===== src/sv/isomsq_pkg.sv =====
// Shared widths, constants and controller/datapath command types.
`default_nettype none
package isomsq_pkg;

  localparam int ARG_W         = 16;
  localparam int MAG_W         = 15;
  localparam int X2_W          = 30;
  localparam int TERM_W        = 32;
  localparam int ACC_W         = 48;
  localparam int ACC_FRAC      = 32;
  localparam int OUT_W         = 32;
  localparam int TOL_W         = 17;
  localparam int TOL_SHIFT     = 16;
  localparam int CNT_OUT_W     = 9;
  localparam int DIVD_W        = TERM_W + 1;

  localparam int MAX_TERMS_DEF     = 256;
  localparam int SUM_FRAC_BITS_DEF = 16;

  localparam logic [TOL_W-1:0] TOL_RESET   = 17'd66;
  localparam logic [ARG_W-1:0] ARG_INVALID = 16'h8000;

  // Commands issued by the controller, at most one per cycle.
  typedef struct packed {
    logic load;       // capture the argument
    logic square;     // x2 = |x| * |x|
    logic first;      // first term x^2/2, sum = 1 + term, count = 1
    logic mul;        // p = (term * x2) >> 30
    logic div_start;  // launch ceil(p / 2k)
    logic update;     // term = p - ceil(p / 2k), accumulate, count++
    logic out_load;   // register the result transaction
  } cmd_t;

  // Status reported by the datapath.
  typedef struct packed {
    logic arg_invalid;
    logic more_terms;
    logic div_done;
  } stat_t;

endpackage
`default_nettype wire


===== src/sv/isomsq_ifs.sv =====
// Valid/ready channel interfaces for the argument and the result.
`default_nettype none
interface isomsq_in_if;
  import isomsq_pkg::*;
  logic                    valid;
  logic                    ready;
  logic signed [ARG_W-1:0] arg_x;
  modport source (output valid, output arg_x, input ready);
  modport sink   (input valid, input arg_x, output ready);
endinterface

interface isomsq_out_if;
  import isomsq_pkg::*;
  logic                 valid;
  logic                 ready;
  logic [OUT_W-1:0]     series_sum;
  logic [CNT_OUT_W-1:0] terms_added;
  logic                 sum_saturated;
  logic                 limit_reached;
  logic                 input_invalid;
  modport source (output valid, output series_sum, output terms_added,
                  output sum_saturated, output limit_reached,
                  output input_invalid, input ready);
  modport sink   (input valid, input series_sum, input terms_added,
                  input sum_saturated, input limit_reached,
                  input input_invalid, output ready);
endinterface
`default_nettype wire


===== src/sv/isomsq_div.sv =====
// Bit-serial restoring divider, one quotient bit per cycle.
`default_nettype none
module isomsq_div
  import isomsq_pkg::*;
#(
  parameter int D_W = 10
) (
  input  wire logic              clk,
  input  wire logic              rst_n,
  input  wire logic              start,
  input  wire logic [DIVD_W-1:0] dividend,
  input  wire logic [D_W-1:0]    divisor,
  output logic      [DIVD_W-1:0] quotient,
  output logic                   done
);

  localparam int CW = $clog2(DIVD_W + 1);

  logic [D_W-1:0]    rem_r, rem_nxt;
  logic [DIVD_W-1:0] quo_r, quo_nxt;
  logic [D_W-1:0]    dsr_r;
  logic [CW-1:0]     cnt_r, cnt_nxt;
  logic              done_r, done_nxt;
  logic [D_W:0]      trial;
  logic              fit;

  always_comb begin
    trial    = {rem_r, quo_r[DIVD_W-1]};
    fit      = trial >= {1'b0, dsr_r};
    rem_nxt  = rem_r;
    quo_nxt  = quo_r;
    cnt_nxt  = cnt_r;
    done_nxt = done_r;
    if (start) begin
      rem_nxt  = '0;
      quo_nxt  = dividend;
      cnt_nxt  = CW'(DIVD_W);
      done_nxt = 1'b0;
    end else if (cnt_r != '0) begin
      rem_nxt = fit ? D_W'(trial - {1'b0, dsr_r}) : trial[D_W-1:0];
      quo_nxt = {quo_r[DIVD_W-2:0], fit};
      cnt_nxt = cnt_r - 1'b1;
      if (cnt_r == CW'(1)) begin
        done_nxt = 1'b1;
      end
    end
  end

  always_ff @(posedge clk) begin
    if (!rst_n) begin
      cnt_r  <= '0;
      done_r <= 1'b0;
    end else begin
      cnt_r  <= cnt_nxt;
      done_r <= done_nxt;
    end
  end

  always_ff @(posedge clk) begin
    rem_r <= rem_nxt;
    quo_r <= quo_nxt;
    if (start) begin
      dsr_r <= divisor;
    end
  end

  assign quotient = quo_r;
  assign done     = done_r;

endmodule
`default_nettype wire


===== src/sv/isomsq_dp.sv =====
// Datapath: argument square, term recurrence, saturating sum and result register.
`default_nettype none
module isomsq_dp
  import isomsq_pkg::*;
#(
  parameter int MAX_TERMS     = MAX_TERMS_DEF,
  parameter int SUM_FRAC_BITS = SUM_FRAC_BITS_DEF
) (
  input  wire logic                    clk,
  input  wire logic                    rst_n,
  input  wire logic                    cfg_we,
  input  wire logic [TOL_W-1:0]        cfg_wdata,
  input  wire logic signed [ARG_W-1:0] arg_x,
  input  wire cmd_t                    cmd,
  output stat_t                        stat,
  output logic [OUT_W-1:0]             series_sum,
  output logic [CNT_OUT_W-1:0]         terms_added,
  output logic                         sum_saturated,
  output logic                         limit_reached,
  output logic                         input_invalid
);

  localparam int CNT_BITS  = $clog2(MAX_TERMS + 1);
  localparam int CNT_W     = (CNT_BITS > CNT_OUT_W) ? CNT_BITS : CNT_OUT_W;
  localparam int D_W       = CNT_W + 1;
  localparam int OUT_SHIFT = ACC_FRAC - SUM_FRAC_BITS;
  localparam int PROD_W    = TERM_W + X2_W;
  localparam int CMP_W     = TOL_W + TOL_SHIFT;

  logic [TOL_W-1:0]  tol_r;
  logic [MAG_W-1:0]  mag_r;
  logic              inv_r;
  logic [X2_W-1:0]   x2_r;
  logic [TERM_W-1:0] term_r, p_r, term_new;
  logic [ACC_W-1:0]  sum_r;
  logic [CNT_W-1:0]  count_r;
  logic [ARG_W-1:0]  arg_abs;
  logic [PROD_W-1:0] prod;
  logic [D_W-1:0]    two_k;
  logic [DIVD_W-1:0] dividend, quotient;
  logic              div_done;
  logic [ACC_W:0]    sum_ext;
  logic [ACC_W-1:0]  sum_shifted;
  logic              term_gt_tol;
  logic              out_sat;

  always_ff @(posedge clk) begin
    if (!rst_n) begin
      tol_r <= TOL_RESET;
    end else if (cfg_we) begin
      tol_r <= cfg_wdata;
    end
  end

  // The next term is floor(p * (2k-1) / 2k), which equals p - ceil(p / 2k).
  always_comb begin
    arg_abs     = arg_x[ARG_W-1] ? ARG_W'(-arg_x) : arg_x;
    prod        = PROD_W'(term_r) * PROD_W'(x2_r);
    two_k       = {CNT_W'(count_r + 1'b1), 1'b0};
    dividend    = {1'b0, p_r} + DIVD_W'(two_k) - DIVD_W'(1);
    term_new    = p_r - quotient[TERM_W-1:0];
    sum_ext     = {1'b0, sum_r} + (ACC_W + 1)'(term_new);
    term_gt_tol = CMP_W'(term_r) > {tol_r, {TOL_SHIFT{1'b0}}};
    sum_shifted = sum_r >> OUT_SHIFT;
    out_sat     = |sum_shifted[ACC_W-1:OUT_W];
  end

  isomsq_div #(.D_W(D_W)) u_div (
    .clk      (clk),
    .rst_n    (rst_n),
    .start    (cmd.div_start),
    .dividend (dividend),
    .divisor  (two_k),
    .quotient (quotient),
    .done     (div_done)
  );

  always_ff @(posedge clk) begin
    if (cmd.load) begin
      mag_r <= arg_abs[MAG_W-1:0];
      inv_r <= arg_x == ARG_INVALID;
    end
    if (cmd.square) begin
      x2_r <= X2_W'(mag_r * mag_r);
    end
    if (cmd.first) begin
      term_r  <= {1'b0, x2_r, 1'b0};
      sum_r   <= (ACC_W'(1) << ACC_FRAC) + ACC_W'({x2_r, 1'b0});
      count_r <= CNT_W'(1);
    end
    if (cmd.mul) begin
      p_r <= prod[PROD_W-1:X2_W];
    end
    if (cmd.update) begin
      term_r  <= term_new;
      sum_r   <= sum_ext[ACC_W] ? {ACC_W{1'b1}} : sum_ext[ACC_W-1:0];
      count_r <= count_r + 1'b1;
    end
    if (cmd.out_load) begin
      if (inv_r) begin
        series_sum    <= '0;
        terms_added   <= '0;
        sum_saturated <= 1'b0;
        limit_reached <= 1'b0;
        input_invalid <= 1'b1;
      end else begin
        series_sum    <= out_sat ? {OUT_W{1'b1}} : sum_shifted[OUT_W-1:0];
        terms_added   <= count_r[CNT_OUT_W-1:0];
        sum_saturated <= out_sat;
        limit_reached <= term_gt_tol;
        input_invalid <= 1'b0;
      end
    end
  end

  assign stat.arg_invalid = inv_r;
  assign stat.more_terms  = term_gt_tol && (count_r < CNT_W'(MAX_TERMS));
  assign stat.div_done    = div_done;

endmodule
`default_nettype wire


===== src/sv/isomsq_ctrl.sv =====
// Controller: sequences one series per transaction and owns both handshakes.
`default_nettype none
module isomsq_ctrl
  import isomsq_pkg::*;
(
  input  wire logic  clk,
  input  wire logic  rst_n,
  input  wire logic  in_valid,
  output logic       in_ready,
  output logic       out_valid,
  input  wire logic  out_ready,
  input  wire stat_t stat,
  output cmd_t       cmd
);

  localparam logic [3:0] S_IDLE  = 4'd0;
  localparam logic [3:0] S_SQ    = 4'd1;
  localparam logic [3:0] S_FIRST = 4'd2;
  localparam logic [3:0] S_CHECK = 4'd3;
  localparam logic [3:0] S_MUL   = 4'd4;
  localparam logic [3:0] S_DIVS  = 4'd5;
  localparam logic [3:0] S_DIVW  = 4'd6;
  localparam logic [3:0] S_UPD   = 4'd7;
  localparam logic [3:0] S_DONE  = 4'd8;

  logic [3:0] state_r, state_nxt;
  logic       out_valid_r, out_valid_nxt;
  logic       slot_free;

  always_comb begin
    state_nxt = state_r;
    cmd       = '0;
    slot_free = !out_valid_r || out_ready;
    case (state_r)
      S_IDLE: begin
        if (in_valid) begin
          cmd.load  = 1'b1;
          state_nxt = S_SQ;
        end
      end
      S_SQ: begin
        cmd.square = 1'b1;
        state_nxt  = stat.arg_invalid ? S_DONE : S_FIRST;
      end
      S_FIRST: begin
        cmd.first = 1'b1;
        state_nxt = S_CHECK;
      end
      S_CHECK: begin
        state_nxt = stat.more_terms ? S_MUL : S_DONE;
      end
      S_MUL: begin
        cmd.mul   = 1'b1;
        state_nxt = S_DIVS;
      end
      S_DIVS: begin
        cmd.div_start = 1'b1;
        state_nxt     = S_DIVW;
      end
      S_DIVW: begin
        if (stat.div_done) begin
          state_nxt = S_UPD;
        end
      end
      S_UPD: begin
        cmd.update = 1'b1;
        state_nxt  = S_CHECK;
      end
      S_DONE: begin
        if (slot_free) begin
          cmd.out_load = 1'b1;
          state_nxt    = S_IDLE;
        end
      end
      default: begin
        state_nxt = S_IDLE;
      end
    endcase
    out_valid_nxt = cmd.out_load ? 1'b1 : (out_ready ? 1'b0 : out_valid_r);
  end

  always_ff @(posedge clk) begin
    if (!rst_n) begin
      state_r     <= S_IDLE;
      out_valid_r <= 1'b0;
    end else begin
      state_r     <= state_nxt;
      out_valid_r <= out_valid_nxt;
    end
  end

  assign in_ready  = state_r == S_IDLE;
  assign out_valid = out_valid_r;

endmodule
`default_nettype wire


===== src/sv/inv_sqrt_one_minus_sq_series_core.sv =====
// Top level of the Maclaurin series evaluator for 1/sqrt(1 - x^2).
//
// The input channel in_ch carries one signed Q1.15 argument per transaction.
// The result channel out_ch returns one transaction per argument: the sum in
// unsigned fixed point with SUM_FRAC_BITS fraction bits, the number of terms
// added after the leading 1, and the saturation, term limit and invalid flags.
// The user must write the tolerance register through cfg_we/cfg_wdata only while
// idle; the block does not enforce this. An argument is taken only when the
// sequencer is idle. Each term after the first costs one 32x30 multiply and a
// 33-step bit-serial division by 2k on the shared divider, so the count of
// terms, set by x, the tolerance and MAX_TERMS, rules the throughput.
// An argument of -1 is flagged invalid.
// The result sits in an output register; the next argument is accepted while
// it waits, and a stalled receiver only holds the sequencer at its final step.
// A synchronous reset (rst_n low) returns the sequencer to idle, drops
// out_ch.valid and reloads the tolerance with its reset value.
`default_nettype none
module inv_sqrt_one_minus_sq_series_core
  import isomsq_pkg::*;
#(
  parameter int MAX_TERMS     = MAX_TERMS_DEF,
  parameter int SUM_FRAC_BITS = SUM_FRAC_BITS_DEF
) (
  input  wire logic             clk,
  input  wire logic             rst_n,
  isomsq_in_if.sink             in_ch,
  isomsq_out_if.source          out_ch,
  input  wire logic             cfg_we,
  input  wire logic [TOL_W-1:0] cfg_wdata
);

  // Command and status bundles between the sequencer and the datapath.
  cmd_t  cmd;
  stat_t stat;

  isomsq_ctrl u_ctrl (
    .clk       (clk),
    .rst_n     (rst_n),
    .in_valid  (in_ch.valid),
    .in_ready  (in_ch.ready),
    .out_valid (out_ch.valid),
    .out_ready (out_ch.ready),
    .stat      (stat),
    .cmd       (cmd)
  );

  isomsq_dp #(
    .MAX_TERMS     (MAX_TERMS),
    .SUM_FRAC_BITS (SUM_FRAC_BITS)
  ) u_dp (
    .clk           (clk),
    .rst_n         (rst_n),
    .cfg_we        (cfg_we),
    .cfg_wdata     (cfg_wdata),
    .arg_x         (in_ch.arg_x),
    .cmd           (cmd),
    .stat          (stat),
    .series_sum    (out_ch.series_sum),
    .terms_added   (out_ch.terms_added),
    .sum_saturated (out_ch.sum_saturated),
    .limit_reached (out_ch.limit_reached),
    .input_invalid (out_ch.input_invalid)
  );

endmodule
`default_nettype wire


===== src/flat_wrapper.sv =====
// flat-port wrapper written by rule: the top's interface ports become plain ports
module inv_sqrt_one_minus_sq_series_core_flat import isomsq_pkg::*;
#(
  parameter int MAX_TERMS     = MAX_TERMS_DEF,
  parameter int SUM_FRAC_BITS = SUM_FRAC_BITS_DEF
)
  (clk, rst_n, cfg_we, cfg_wdata, in_ch_valid, in_ch_arg_x, in_ch_ready, out_ch_valid, out_ch_series_sum, out_ch_terms_added, out_ch_sum_saturated, out_ch_limit_reached, out_ch_input_invalid, out_ch_ready);
  isomsq_in_if in_ch_i ();
  isomsq_out_if out_ch_i ();
  input  wire logic clk;
  input  wire logic rst_n;
  input  wire logic cfg_we;
  input  wire logic [TOL_W-1:0] cfg_wdata;
  input wire logic [$bits(in_ch_i.valid)-1:0] in_ch_valid;
  input wire logic [$bits(in_ch_i.arg_x)-1:0] in_ch_arg_x;
  output wire logic [$bits(in_ch_i.ready)-1:0] in_ch_ready;
  output wire logic [$bits(out_ch_i.valid)-1:0] out_ch_valid;
  output wire logic [$bits(out_ch_i.series_sum)-1:0] out_ch_series_sum;
  output wire logic [$bits(out_ch_i.terms_added)-1:0] out_ch_terms_added;
  output wire logic [$bits(out_ch_i.sum_saturated)-1:0] out_ch_sum_saturated;
  output wire logic [$bits(out_ch_i.limit_reached)-1:0] out_ch_limit_reached;
  output wire logic [$bits(out_ch_i.input_invalid)-1:0] out_ch_input_invalid;
  input wire logic [$bits(out_ch_i.ready)-1:0] out_ch_ready;
  assign in_ch_i.valid = in_ch_valid;
  assign in_ch_i.arg_x = in_ch_arg_x;
  assign in_ch_ready = in_ch_i.ready;
  assign out_ch_valid = out_ch_i.valid;
  assign out_ch_series_sum = out_ch_i.series_sum;
  assign out_ch_terms_added = out_ch_i.terms_added;
  assign out_ch_sum_saturated = out_ch_i.sum_saturated;
  assign out_ch_limit_reached = out_ch_i.limit_reached;
  assign out_ch_input_invalid = out_ch_i.input_invalid;
  assign out_ch_i.ready = out_ch_ready;
  inv_sqrt_one_minus_sq_series_core #(.MAX_TERMS(MAX_TERMS), .SUM_FRAC_BITS(SUM_FRAC_BITS)) u_core (.clk(clk), .rst_n(rst_n), .in_ch(in_ch_i), .out_ch(out_ch_i), .cfg_we(cfg_we), .cfg_wdata(cfg_wdata));
endmodule

===== config.mk =====
export PLATFORM = sky130hd
export DESIGN_NAME = inv_sqrt_one_minus_sq_series_core_flat
export DESIGN_NICKNAME = d
export VERILOG_FILES = /design/src/sv/isomsq_pkg.sv /design/src/sv/isomsq_ifs.sv /design/src/sv/isomsq_div.sv /design/src/sv/isomsq_dp.sv /design/src/sv/isomsq_ctrl.sv /design/src/sv/inv_sqrt_one_minus_sq_series_core.sv /design/src/flat_wrapper.sv
export SDC_FILE = /design/constraint.sdc
export NUM_CORES = 2
export LEC_CHECK = 0
export BUFFER_PORTS_ARGS = -buffer_cell sky130_fd_sc_hd__clkbuf_2
export CAP_MARGIN = 20
export CORE_MARGIN = 1
export CORE_UTILIZATION = 50
export DETAILED_ROUTE_END_ITERATION = 7
export PLACE_DENSITY = 0.68
export SKIP_CTS_REPAIR_TIMING = 1
export SLEW_MARGIN = 25
export SYNTH_ARGS = -nofsm -noshare
export SYNTH_HDL_FRONTEND = slang
export SYNTH_SLANG_ARGS = --single-unit

===== constraint.sdc =====
create_clock -name clk -period 7.1 [get_ports clk]
set_input_delay 0.71 -clock clk [delete_from_list [all_inputs] [get_ports clk]]
set_output_delay 0.71 -clock clk [all_outputs]
set_load 0.01 [all_outputs]

==> impl_metrics.json <==
{
  "outcome": "complete, but fails checks",
  "violations": "negative setup slack",
  "critPathMaxStageDelay_ns": 0.58,
  "hpwlAfterDp_um": 114000,
  "clock_latency_ns": 0.58,
  "cts_buffers": 36,
  "setup_viol": 32,
  "synth.area.top_cells": "fa_1 36%, edfxtp_1 14%, ha_1 12%",
  "gp_congestion": 0.937,
  "final_hold_viol_count": 0,
  "core_um2": 104000,
  "layout_commonest_cell": "inv_1",
  "rsz0062_at_grt": "true",
  "grt_max_degree": 59,
  "drcViolationCount": 0,
  "die_w_um": 327,
  "synthToLayoutAreaGrowth_pct": 12.1,
  "ant_nets": 0,
  "wl_per_cell_um": 19.7,
  "synth.distinct_cells": 82,
  "via_per_inst": 5.40,
  "syn_area_per_cell_um2": 9.55,
  "cts-root-buf": "clkbuf_16",
  "routed_wl_um": 141000,
  "cts_tree": "yes",
  "finalCriticalPeriod_ns": 8.00,
  "fin_setup_tns_ns": -17.07,
  "clkSlewWorstSetupHoldPaths_ns": 0.07,
  "end_kind": "flop",
  "grt_util_all_layers_pct": 26.9,
  "antenna_found_initial": 7,
  "crit_fanout": 10,
  "syn_area_um2": 52800,
  "placedCellCount": 7056,
  "synth-edff-count": 251,
  "critPathKind": "reg2reg",
  "yosysTopAreaCell": "fa_1",
  "cp.required_ns": 7.42,
  "clkSinkCount": 290,
  "io_pins": 84,
  "grt_pass1_vias": 41122,
  "async_flop_share_pct": 0,
  "start_util_pct": 50.7,
  "grt_pass1_wl_um": 225000,
  "slew_headroom_pct": 34.0,
  "max_clock_freq_mhz": 125,
  "crit_path_start_kind": "flop",
  "final_max_slew_viol_count": 0,
  "cpMostUsedCell": "fa_1",
  "ys_ff_latch": 290,
  "holdWs_ns": 0.366,
  "slowest_stage": "fa_1",
  "synth_warnings": 0,
  "drtIter0Drc": 2683,
  "layout-drive-gt1-share_pct": 11.1,
  "drv_cap": 0,
  "netlist_instances": 5524,
  "synthesis.nets": 7006,
  "yosysSeqAreaShare_pct": 15.8,
  "fin_nets": 7244,
  "fin_cells": 7172,
  "die_area_um2": 107000,
  "ys.flop_type": "edfxtp_1",
  "hold_class": "in2reg",
  "gr-total-overflow": 0,
  "min_period_over_period_pct": 113,
  "setup_slack_ns": -0.899,
  "worstPathArrival_ns": 8.32,
  "final_cell_mix": "1129 x inv_1, 931 x fa_1, 634 x and2_1",
  "worst_slew_pin_slew_ns": 0.990,
  "dr_total_vias": 38748,
  "port_buffers": 82,
  "h-tree-depth": 2,
  "dieHeight_um": 327,
  "drt_first_pass_iters": 8,
  "fin_util_pct": 56.8,
  "fin_skew_ns": 0.0172,
  "yosysTopAreaCellShare_pct": 35.9,
  "fillers": 9097,
  "fp-row-count": 118,
  "ctsLongestPathBuffers": 3
}
## cell families (layout without fill, tap and decap cells)
logic type                 count (synthesis)  count (layout)  synth area share, %
AOI/OAI and AO/OA                        558             558                 7.07
xor gates and xnor gates                 182             182                 3.02
adders and majority gates               1444            1444                 47.7
buffers and inverters                   1393            1659                 9.96
DFF                                      290             290                 15.8
muxes                                     34              34                0.669
other                                      1               3              0.00711
and+or+nand+nor                         1622            1622                 15.8
## cells in the mapped netlist, drive strengths merged (11+ instances only)
| cell type | count |
|---|---|
| o211ai | 11 |
| o21bai | 22 |
| o31ai | 13 |
| nor2b | 75 |
| a31oi | 13 |
| a21o | 100 |
| and3 | 28 |
| nand2b | 25 |
| o21a | 18 |
| xnor2 | 125 |
| a21oi | 148 |
| nor3 | 28 |
| fa | 945 |
| nor2 | 121 |
| and2 | 641 |
| nand2 | 592 |
| a211oi | 20 |
| or3 | 11 |
| ha | 499 |
| o22a | 26 |
| mux2i | 24 |
| dfxtp | 39 |
| nand4 | 26 |
| inv | 1141 |
| nand3 | 36 |
| clkbuf | 244 |
| o21ai | 117 |
| edfxtp | 251 |
| xor2 | 57 |
## worst paths after layout
kind,from,slack [ns],cells after the start,to
hold / removal,cfg_wdata[6],0.37,3,u_core.u_dp.tol_r[6]$_SDFFE_PN1P_
setup reg to reg,u_core.u_dp.x2_r[5]$_DFFE_PP_,-0.90,28,u_core.u_dp.p_r[28]$_DFFE_PP_
hold reg to reg,u_core.u_dp.u_div.rem_r[1]$_SDFFE_PP0P_,0.51,2,u_core.u_dp.u_div.rem_r[1]$_SDFFE_PP0P_
setup / recovery,u_core.u_dp.x2_r[5]$_DFFE_PP_,-0.90,28,u_core.u_dp.p_r[28]$_DFFE_PP_
## layout make-up
type                            count  area, um^2  area share, %
Inverter                         1141        4280           7.24
Antenna cell                        2        5.00        0.00846
Multi-Input combinational cell   3841       39700           67.1
Clock inverter                     27         297          0.502
Sequential cell                   290        8320           14.1
Tap cell                         1380        1730           2.92
Timing Repair Buffer              452        3890           6.58
Clock buffer                       39         912           1.54
## critical path, delay by kind of cell, from the launching register on
| kind | cells | cell delay [ns] |
|---|---|---|
| AO/OA/AOI/OAI | 9 | 2.03 |
| XOR/XNOR | 1 | 0.14 |
| adder cells (fa/ha/maj) | 9 | 4.18 |
| buffers and inverters | 7 | 0.68 |
| flip-flops | 1 | 0.42 |
| AND/OR/NAND/NOR | 2 | 0.28 |
## routing by layer
metal	vias up	global-route usage [%]	share of wire (%)	wire, um
li1	17510	-	-	-
met1	19775	36.2	41	58600
met2	1215	45.7	49	69000
met3	244	3.76	6.9	9690
met4	4	7.02	2.9	4060
met5	-	0	0.019	27
## through the flow
stage	cell area, um^2	setup slack [ns]
2_1_floorplan	53000	-0.288
3_3_place_gp	57000	-0.947
3_5_place_dp	57000	-1.13
4_1_cts	58200	-1.16
5_1_grt	59100	-1.19
6_report	59100	-0.899
## sequential cells by signal (all words and copies together), names as in the netlist, 15 cells and up
register                    cells
u_core.u_dp.tol_r              17
u_core.u_dp.sum_r              48
u_core.u_dp.mag_r              15
u_core.u_dp.x2_r               29
u_core.u_dp.series_sum         32
u_core.u_dp.u_div.quotient     33
u_core.u_dp.term_r             32
u_core.u_dp.p_r                32
Power is left out: the tool's default activity adds up to more than one toggle a clock period on the data nets, which glitch-free logic cannot reach.
